[src/design/bfha_ram.sv]
module bfha_ram #(
  parameter int WIDTH = 8,
  parameter int DEPTH = 16
) (
  input  logic                     clk,
  input  logic                     we,
  input  logic [$clog2(DEPTH)-1:0] waddr,
  input  logic [WIDTH-1:0]         wdata,
  input  logic [$clog2(DEPTH)-1:0] raddr,
  output logic [WIDTH-1:0]         rdata
);

  logic [WIDTH-1:0] mem [DEPTH];

  always_ff @(posedge clk) begin
    if (we) begin
      mem[waddr] <= wdata;
    end
    rdata <= mem[raddr];
  end

endmodule

[config.mk]
export PLATFORM = sky130hd
export DESIGN_NAME = bfha_ram
export DESIGN_NICKNAME = d
export VERILOG_FILES = /design/src/design/bfha_ram.sv
export SDC_FILE = /design/constraint.sdc
export NUM_CORES = 1
export LEC_CHECK = 0
export BUFFER_PORTS_ARGS = -buffer_cell sky130_fd_sc_hd__buf_4
export CAP_MARGIN = 20
export CELL_PAD_IN_SITES_DETAIL_PLACEMENT = 2
export CELL_PAD_IN_SITES_GLOBAL_PLACEMENT = 2
export CORE_ASPECT_RATIO = 0.9
export CORE_MARGIN = 2
export CORE_UTILIZATION = 45
export CTS_BUF_LIST = sky130_fd_sc_hd__clkbuf_8
export CTS_CLUSTER_DIAMETER = 50
export CTS_CLUSTER_SIZE = 20
export DETAILED_ROUTE_END_ITERATION = 6
export PLACE_DENSITY = 0.8
export SYNTH_ARGS = -nofsm -noshare
export SYNTH_HDL_FRONTEND = slang
export SYNTH_SLANG_ARGS = --single-unit
export TNS_END_PERCENT = 30
[constraint.sdc]
create_clock -name clk -period 1.5 [get_ports clk]
set_input_delay 0.075 -clock clk [delete_from_list [all_inputs] [get_ports clk]]
set_output_delay 0.075 -clock clk [all_outputs]
set_load 0.02 [all_outputs]
==> results by group, run 1 <==
Clock network
  – Clock tree buffer depth: 2
  – Root buffer cell: clkbuf_8
  – TritonCTS clock tree: done
  – CTS buffer count: 17
  – Htree depth: 4
  – Latest clock arrival within the worst-skew pair: 0.44 ns
  – Clock-pin slew on the worst setup and hold paths: 0.08 ns
  – CTS sink cnt: 136

Logic synthesis
  – Seq/Total Area, Yosys: 0.7778
  – Mean area per synthesized cell: 22.48 sq um
  – Post-synthesis instance area: 0.005147 sq mm
  – Largest cells by area after synthesis: edfxtp_1, mux4_2, mux4_1
  – Ys Warns: 0
  – Top cell type by total area after synthesis: edfxtp_1
  – Seq cells post-synth: 136
  – Area share of the largest cell type after synthesis: 0.7467
  – Post-Syn Instances: 229
  – Synth Net Count: 247
  – Cell variety after synth: 19

Timing
  – Worst Clk Skew: 0.008676 ns
  – Final critical-path share of the clock period: 0.9632
  – Worst-margin pin slew: 0.4725 ns
  – RSZ-0062 raised after global routing: false
  – Tmin final: 1.445 ns
  – Final Hold Fails: 0
  – Pins over their slew limit: 0
  – Setup violations, final: 0
  – Hold WS: 0.1641 ns
  – Fmax achieved: 0.6921 GHz
  – Relative max-transition margin: 0.6850

Pwr
  – Switching part of the total: 0.2341
  – Int Power: 0.005939 W
  – Clk pwr share: 0.384
  – Logic pwr share: 0.064
  – Reg power frac: 0.552
  – Pleak: 2.060 nW
  – PD cells: 1265 mW/mm^2
  – Switch Pwr: 0.001815 W
  – Max VDD drop: 0.0009097 V

Detailed routing
  – DRC: 0
  – Via Count: 2,591
  – DR WL/cell: 27.45 um
  – 1st-iter DRT viols: 168
  – Antenna-violating nets left: 0
  – Vias per cell: 5.596
  – Routed Wire Length: 12,710 um
  – TritonRoute pass-1 iters: 4

Global routing
  – Global route overflow: 0
  – Initial antenna violation count: 0
  – First-pass GRT wire length: 18,730 um
  – Via count of the first global-routing pass: 2,918
  – Largest net degree at the start of global routing: 21
  – GRT Total Usage: 0.2288

Setup path
  – Crit-path max cell delay: 0.51 ns
  – Cells along the critical path: mux4_1 -> a22oi_1 -> nand2_1
  – Crit-path leading delay family: multiplexers
  – Crit path kind: reg -> reg
  – Worst EP required: 1.81 ns
  – Startpoint types: flip-flop
  – Critical Path AT: 1.76 ns
  – Crit end category: flip-flop
  – CP max FO: 1
  – Slowest stage cell, crit path: mux4_1
  – CP bufs+invs: 0

Place
  – Placer Congestion: 0.7249
  – Placed Instances: 423
  – I/O Buffers: 25
  – Hpwl dp: 8242 um

Final layout
  – Final std cells w/o fill: 463
  – FILL cells: 1,012
  – Number of diodes: 0
  – Register area: 0.004004 sq mm
  – Nets: 312
  – Syn-to-layout area delta: 19.13%
  – Fraction of layout cells with a size suffix above 1: 0.3290
  – Multi-input gate area: 0.001067 sq mm

Floorplanning
  – DIE HEIGHT: 105.5 um
  – Core area: 0.01130 sq mm
  – Site row count: 37
  – Die area: 0.01231 sq mm
  – # IOs: 26
  – Chip Width: 116.7 um
  – Starting Density: 0.4557

Status
  – Status: complete, no violations

Run
  – Max-cap violations: 0

Hold path
  – HP Class: in -> reg
-- synth_stat cells, drive strengths merged --
library cell,instances
edfxtp,128
nand3b,2
mux4,32
and2,1
nand2b,2
dfxtp,8
nand3,1
nor3,4
and2b,1
nor2,13
nand2,9
a22oi,16
clkdlybuf4s25,3
buf,7
or3b,1
nor2b,1
-- worst paths after layout --
kind,from,end,slack (ns),cells after the start
min,raddr[1],rdata[4]$_DFF_P_,0.16,4
min reg2reg,mem[2][1]$_DFFE_PP_,rdata[1]$_DFF_P_,0.71,3
max reg2reg,mem[9][4]$_DFFE_PP_,rdata[4]$_DFF_P_,0.06,3
max,mem[9][4]$_DFFE_PP_,rdata[4]$_DFF_P_,0.06,3
-- worst register-to-register path, stage by stage (launching register included) --
cell and delay (ns):
edfxtp_1 0.37, mux4_1 0.51, a22oi_1 0.32, nand2_1 0.13
-- registers in the layout, summed over array words and instances (netlist names) --
register / cells
mem: 128
rdata: 8
-- cell usage in the layout (no fill, tap or decap), drive strengths merged --
cell type / n
and2: 1
nand2b: 2
clkinvlp: 7
and2b: 1
buf: 48
dlygate4sd3: 8
clkbuf: 17
a22oi: 16
edfxtp: 128
nand2: 9
nor3: 4
mux4: 32
inv: 2
nor2: 13
bufinv: 2
clkinv: 4
or3b: 1
dfxtp: 8
nand3b: 2
nor2b: 1
nand3: 1
-- cell type report --
cell class                 instances  share of cell area
clock buffer                      17             0.03816
tap                              156             0.03183
clock inverter                    15             0.02510
sequential                       136              0.6529
timing repair buffer              56             0.07794
multi-input combinational         83              0.1740
-- routing by layer --
layer	track usage	part of all wire
met2	0.3881	0.53
met4	0.07815	0.010
met5	0	0
met3	0.05233	0.045
met1	0.2896	0.41
-- through the flow --
step                      power, W  area (sq um)  TNS (ns)  utilization  worst slack, ns
after floorplan           0.004593          5152         0            -           0.1589
after global placement    0.004805          5659         0       0.5010          0.03250
after detailed placement  0.004850          5659  -0.07193       0.5010         -0.06605
after CTS                 0.007844          6127         0       0.5424         0.004143
after global routing      0.008007          6132         0       0.5429         0.003384
final                     0.007754          6132         0       0.5429          0.05518
-- power groups by stage --
| stage | Sequential, W | Combinational (W) | Clock (W) |
|---|---|---|---|
| 2_1_floorplan | 0.00438 | 0.000216 | 0 |
| 3_3_place_gp | 0.00435 | 0.000450 | 0 |
| 3_5_place_dp | 0.00437 | 0.000480 | 0 |
| 4_1_cts | 0.00429 | 0.000501 | 0.00306 |
| 5_1_grt | 0.00429 | 0.000533 | 0.00318 |
| 6_report | 0.00428 | 0.000495 | 0.00298 |
-- kinds of logic (layout without fill, tap and decap cells) --
logic type	count (synthesis)	count (layout)	synth area share
DFF	136	136	0.7778
and+or+nand+nor	35	35	0.03184
buffers and inverters	10	88	0.01677
AOI/OAI and AO/OA	16	16	0.02334
muxes	32	32	0.1502
-- repair_timing --
action | 4_1_cts | 5_1_grt
hold buffers | 8 | 0
hold endpoints to repair | 128 | 0
endpoints found under the setup margin | 0 | 1
setup buffers | 0 | 0
resized for setup | 0 | 1
(Power assumes the default switching activity.)
==> run 2: changes to the inputs <==
Settings changed: REMOVE_ABC_BUFFERS from default to 1.
==> results by group, run 2 (same netlist as run 1, synthesis figures left out) <==
Global routing
  – GRT Total Usage: 0.2325 (+0.003755)
  – Via count of the first global-routing pass: 2,874 (-1.5%)
  – First-pass GRT wire length: 19,310 um (+3.1%)
  – Initial antenna violation count: 0 (unchanged)
  – Global route overflow: 0 (unchanged)
  – Largest net degree at the start of global routing: 25 (+19%)

Status
  – Status: complete, no violations

Setup path
  – CP startpoint: mem[10][3]$_DFFE_PP_
  – Crit-path max cell delay: 0.53 ns (+0.02 ns)
  – RR Startpoint: mem[10][3]$_DFFE_PP_
  – Crit end category: flip-flop
  – R2r setup slk: 0.08 ns (+0.03 ns)
  – Slowest stage cell, crit path: mux4_1
  – Crit path kind: reg -> reg
  – Worst EP required: 1.80 ns (about the same)
  – Worst r2r path cells: 3 (unchanged)
  – Startpoint types: flip-flop
  – Cells along the critical path: mux4_1 -> a22oi_1 -> nand2_1
  – R2R Path End: rdata[3]$_DFF_P_
  – Critical Path AT: 1.72 ns (-0.04 ns)
  – CP max FO: 1 (unchanged)

Final layout
  – Most frequent cells in the layout: edfxtp_1, buf_4, mux4_2
  – Register area: 0.004004 sq mm (unchanged)
  – Largest regs: mem: 128 flops, rdata: 8 flops
  – Fraction of layout cells with a size suffix above 1: 0.3333 (+0.004343)
  – Nets: 314 (+0.64%)
  – FILL cells: 977 (-3.5%)
  – Max FFs per register: 128 (unchanged)
  – Largest register by flop count: mem
  – Final std cells w/o fill: 465 (+0.43%)
  – Number of diodes: 0 (unchanged)
  – Most common cell after layout, fill and taps aside: edfxtp_1
  – Multi-input gate area: 0.001067 sq mm (unchanged)
  – Syn-to-layout area delta: 19.66%

Hold path
  – Worst Hold End: mem[4][5]$_DFFE_PP_
  – Hold Path Depth: 3 (-1)
  – HP Class: in -> reg
  – Worst Min Path Start: waddr[0]

Clock network
  – TritonCTS clock tree: done
  – Htree depth: 4 (unchanged)
  – CTS sink cnt: 136 (unchanged)
  – Clock tree buffer depth: 2 (unchanged)
  – Latest clock arrival within the worst-skew pair: 0.43 ns (about the same)
  – Clock-pin slew on the worst setup and hold paths: 0.09 ns (about the same)
  – CTS buffer count: 17 (unchanged)
  – Post-CTS Setup Inserts: 0 (unchanged)
  – Root buffer cell: clkbuf_8

Run
  – Max-cap violations: 0 (unchanged)

Floorplanning
  – DIE HEIGHT: 105.5 um (unchanged)
  – # IOs: 26 (unchanged)
  – Site row count: 37 (unchanged)
  – Core area: 0.01130 sq mm (unchanged)
  – Starting Density: 0.4557 (unchanged)
  – Chip Width: 116.7 um (unchanged)
  – Die area: 0.01231 sq mm (unchanged)

Timing
  – Worst Clk Skew: 0.01370 ns (+0.005020 ns)
  – Relative max-transition margin: 0.7114 (+0.02633)
  – RSZ-0062 raised after global routing: false
  – Final Hold Fails: 0 (unchanged)
  – Setup WS post-layout: 0.08355 ns (+0.02837 ns)
  – Setup TNS: 0 ns (unchanged)
  – Pins over their slew limit: 0 (unchanged)
  – Hold WS: 0.1782 ns (+0.01404 ns)
  – Fmax achieved: 0.7060 GHz (+2.0%)
  – Tmin final: 1.416 ns (-0.02837 ns)
  – Final critical-path share of the clock period: 0.9443 (-0.01892)
  – Worst-margin pin slew: 0.4330 ns (-0.03950 ns)
  – Setup violations, final: 0 (unchanged)

Detailed routing
  – Routed Wire Length: 12,940 um (+1.8%)
  – DRC: 0 (unchanged)
  – TritonRoute pass-1 iters: 4 (unchanged)
  – Antenna-violating nets left: 0 (unchanged)
  – 1st-iter DRT viols: 211 (+26%)
  – DR WL/cell: 27.83 um (+1.4%)
  – Vias per cell: 5.540 (-1.0%)
  – Via Count: 2,576 (-0.58%)

Pwr
  – Pleak: 2.091 nW (+1.5%)
  – Max VDD drop: 0.0008363 V (-8.1%)
  – PD cells: 1293 mW/mm^2 (+2.2%)

Place
  – I/O Buffers: 25 (unchanged)
  – Placer Congestion: 0.7403 (+2.1%)
  – Hpwl dp: 8235 um (about the same)
  – Placed Instances: 425 (+0.47%)
  – Dpl ws: -0.09768 ns (-0.03163 ns)
run 2: changes by cell type in the layout (fill, tap and decap cells not counted):
cell        before  now
buf_12           3    2
a22oi_2          1    2
inv_8            0    1
clkinv_4         1    4
buf_4           45   48
inv_6            2    0
a22oi_1         15   14
nor3_2           1    0
nor3_1           3    4
bufinv_16        2    3
clkinv_2         3    4
clkinvlp_4       7    3
run 2: worst max path at each step:
stage,to,depth (start not counted)
floorplan,mem[0][0]$_DFFE_PP_,2
global placement,rdata[3]$_DFF_P_,6
detailed placement,rdata[1]$_DFF_P_,6
CTS,rdata[7]$_DFF_P_,3
global route,rdata[2]$_DFF_P_,3
finish,rdata[3]$_DFF_P_,3
run 2: timing repair:
item,in CTS,in global routing
hold endpoints to repair,128,0
hold buffers,8,0
resized for setup,0,2
setup endpoints to repair,0,2
run 2: layer usage:
metal | track usage | share of wire | vias to the layer above
met5 | 0 | 0 | -
met4 | 0.06387 | 0.0070 | 0
met3 | 0.06325 | 0.059 | 6
met2 | 0.3691 | 0.51 | 84
met1 | 0.3193 | 0.42 | 1382
li1 | - | - | 1104
run 2: layout make-up:
cell class	count	area share
Clock buffer	17	0.03798
Multi-Input combinational cell	83	0.1733
Clock inverter	15	0.02905
Timing Repair Buffer	58	0.07800
Tap cell	156	0.03169
Sequential cell	136	0.6500
run 2: metrics by stage:
| step | instance area (sq um) | utilization | power [W] |
|---|---|---|---|
| final | 6160 | 0.5453 | 0.007962 |
| after global routing | 6160 | 0.5453 | 0.008224 |
| after detailed placement | 5657 | 0.5008 | 0.004853 |
| after global placement | 5657 | 0.5008 | 0.004808 |
| after CTS | 6150 | 0.5444 | 0.008055 |
| after floorplan | 5061 | - | 0.004547 |
run 2: power breakdown:
part           switching (W)  internal (W)  total, W  leakage (nW)
Sequential         0.0000365       0.00424   0.00428          1.22
Combinational       0.000280      0.000225  0.000505         0.664
Clock                0.00153       0.00165   0.00318         0.203
Total                0.00184       0.00612   0.00796          2.09
run 2: worst max-delay path: cells and delay by family (launching register included):
family | cells | cell delay [ns]
AOI/OAI and AO/OA | 1 | 0.29
DFF | 1 | 0.38
muxes | 1 | 0.53
and+or+nand+nor | 1 | 0.09
==> run 3: changes to the inputs <==
Settings changed: CORE_UTILIZATION 45 to 50, PLACE_DENSITY 0.8 to 0.84.
Clock period 1.5 ns to 1.35 ns, I/O delays scaled along.
==> results by group, run 3 (same netlist as run 1, synthesis figures left out) <==
Global routing
  – Initial antenna violation count: 0 (unchanged)
  – Largest net degree at the start of global routing: 17 (-32%)
  – Via count of the first global-routing pass: 2,959 (+3.0%)
  – Global route overflow: 0 (unchanged)
  – GRT Total Usage: 0.2778 (+0.04528)
  – First-pass GRT wire length: 20,690 um (+7.2%)

Final layout
  – Max FFs per register: 128 (unchanged)
  – Largest register by flop count: mem
  – Most common cell after layout, fill and taps aside: edfxtp_1
  – Nets: 315 (+0.32%)
  – Fraction of layout cells with a size suffix above 1: 0.3806 (+0.04731)
  – Syn-to-layout area delta: 18.77%
  – Post-layout util: 0.6043 (+0.05902)
  – Most frequent cells in the layout: edfxtp_1, buf_4, mux4_2
  – Number of diodes: 0 (unchanged)
  – FILL cells: 810 (-17%)
  – Largest regs: mem: 128 flops, rdata: 8 flops

Setup path
  – R2R Path End: rdata[2]$_DFF_P_
  – R2r setup slk: -0.007 ns (-0.09 ns)
  – Critical Path AT: 1.69 ns (-0.03 ns)
  – Worst EP required: 1.68 ns (-0.12 ns)
  – RR Startpoint: mem[9][2]$_DFFE_PP_
  – Worst r2r path cells: 3 (unchanged)
  – Crit path kind: reg -> reg
  – Crit end category: flip-flop
  – Startpoint types: flip-flop
  – CP startpoint: mem[9][2]$_DFFE_PP_
  – CP max FO: 1 (unchanged)
  – CP endpoint: rdata[2]$_DFF_P_

Status
  – Status: finished with violations
  – Failing checks: setup timing

Timing
  – Worst-margin pin slew: 0.9645 ns (+0.5315 ns)
  – Relative max-transition margin: 0.3547 (-0.3567)
  – Fmax achieved: 0.7370 GHz (+4.4%)
  – Setup TNS: -0.006943 ns (-0.006943 ns)
  – Setup WS post-layout: -0.006943 ns (-0.09050 ns)
  – Worst Clk Skew: 0.01325 ns (-0.0004501 ns)
  – Final Hold Fails: 0 (unchanged)
  – Setup violations, final: 1 (+1)
  – Tmin final: 1.357 ns (-0.05950 ns)
  – Final critical-path share of the clock period: 1.005 (+0.06084)
  – RSZ-0062 raised after global routing: true
  – Pins over their slew limit: 0 (unchanged)

Clock network
  – TritonCTS clock tree: done
  – Clock-pin slew on the worst setup and hold paths: 0.08 ns (about the same)
  – CTS sink cnt: 136 (unchanged)
  – Htree depth: 4 (unchanged)
  – Clock tree buffer depth: 2 (unchanged)
  – CTS buffer count: 17 (unchanged)
  – Root buffer cell: clkbuf_8
  – Post-CTS Setup Inserts: 0 (unchanged)
  – Latest clock arrival within the worst-skew pair: 0.45 ns (+0.02 ns)

Detailed routing
  – DRC: 0 (unchanged)
  – Antenna-violating nets left: 0 (unchanged)
  – TritonRoute pass-1 iters: 4 (unchanged)
  – Via Count: 2,627 (+2.0%)
  – DR WL/cell: 32.19 um (+16%)
  – 1st-iter DRT viols: 185 (-12%)
  – Vias per cell: 5.984 (+8.0%)
  – Routed Wire Length: 14,130 um (+9.2%)

Hold path
  – HP Class: in -> reg

Pwr
  – PD cells: 1404 mW/mm^2 (+8.7%)
  – Max VDD drop: 0.001098 V (+31%)
  – Pleak: 2.034 nW (-2.7%)

Floorplanning
  – # IOs: 26 (unchanged)
  – Site row count: 35 (-5.4%)
  – Starting Density: 0.5088 (+0.05315)
  – DIE HEIGHT: 100.3 um (-4.9%)
  – Chip Width: 111.0 um (-5.0%)
  – Core area: 0.01012 sq mm (-10%)
  – Die area: 0.01112 sq mm (-9.7%)

Run
  – Max-cap violations: 0 (unchanged)

Place
  – Hpwl dp: 9247 um (+12%)
  – Placer Congestion: 0.7408 (about the same)
  – I/O Buffers: 25 (unchanged)
## run 3: changes by cell type in the layout (fill, tap and decap cells not counted), sizes merged
| cell | change |
|---|---|
| bufinv | -1 |
| buf | +1 |
| clkinv | -1 |
| clkinvlp | +3 |
| inv | -1 |
## run 3: stage by stage
stage	total power (W)	hold slack (ns)	instance area [sq um]	setup slack, ns	instances
global route	0.008832	0.1547	6113	-0.04899	439
floorplan	0.005053	0.1664	5061	-0.2104	219
global placement	0.005344	0.3694	5655	-0.1248	399
finish	0.008586	0.1771	6113	-0.006943	439
CTS	0.008658	0.1353	6112	-0.02431	439
detailed placement	0.005412	0.3965	5655	-0.2294	399
## run 3: worst min path at each step
stage	start	depth (start not counted)	end	slack (ns)
6_report	waddr[0]	3	mem[8][4]$_DFFE_PP_	0.18
5_1_grt	waddr[0]	3	mem[8][3]$_DFFE_PP_	0.15
4_1_cts	raddr[1]	4	rdata[3]$_DFF_P_	0.14
3_5_place_dp	wdata[2]	1	mem[4][2]$_DFFE_PP_	0.40
3_3_place_gp	wdata[2]	1	mem[5][2]$_DFFE_PP_	0.37
2_1_floorplan	wdata[0]	0	mem[0][0]$_DFFE_PP_	0.17
## run 3: power by group
group	internal (W)	switching (W)	total, W	leakage (nW)
clock network	0.00160	0.00162	0.00322	0.172
registers	0.00471	0.0000449	0.00476	1.22
logic	0.000269	0.000335	0.000604	0.639
## run 3: critical path, cell delays in order (launching register included)
cell and delay, ns:
edfxtp_1 0.37, mux4_1 0.51, a22oi_1 0.28, nand2_1 0.09
## run 3: routing by layer
| layer | wire length [um] | vias to the layer above | share of wire | GRT usage |
|---|---|---|---|---|
| met2 | 7105 | 92 | 0.50 | 0.4568 |
| met3 | 876 | 19 | 0.062 | 0.07126 |
| met5 | 0 | - | 0 | 0 |
| li1 | - | 1094 | - | - |
| met1 | 5955 | 1422 | 0.42 | 0.3704 |
| met4 | 192 | 0 | 0.014 | 0.09231 |
## run 3: timing repair
item / CTS / global route
setup endpoints to repair: 8 / 6
resized for setup: 17 / 2
pin swaps: 4 / 1
hold endpoints to repair: 128 / 0
hold buffers: 8 / 0
## run 3: cell type report
type,count,area [sq um],share of cell area
Clock inverter,15,136.4,0.02231
Clock buffer,17,234.0,0.03827
Multi-Input combinational cell,83,1065,0.1742
Sequential cell,136,4004,0.6549
Timing Repair Buffer,59,513.0,0.08391
Tap cell,129,161.4,0.02640
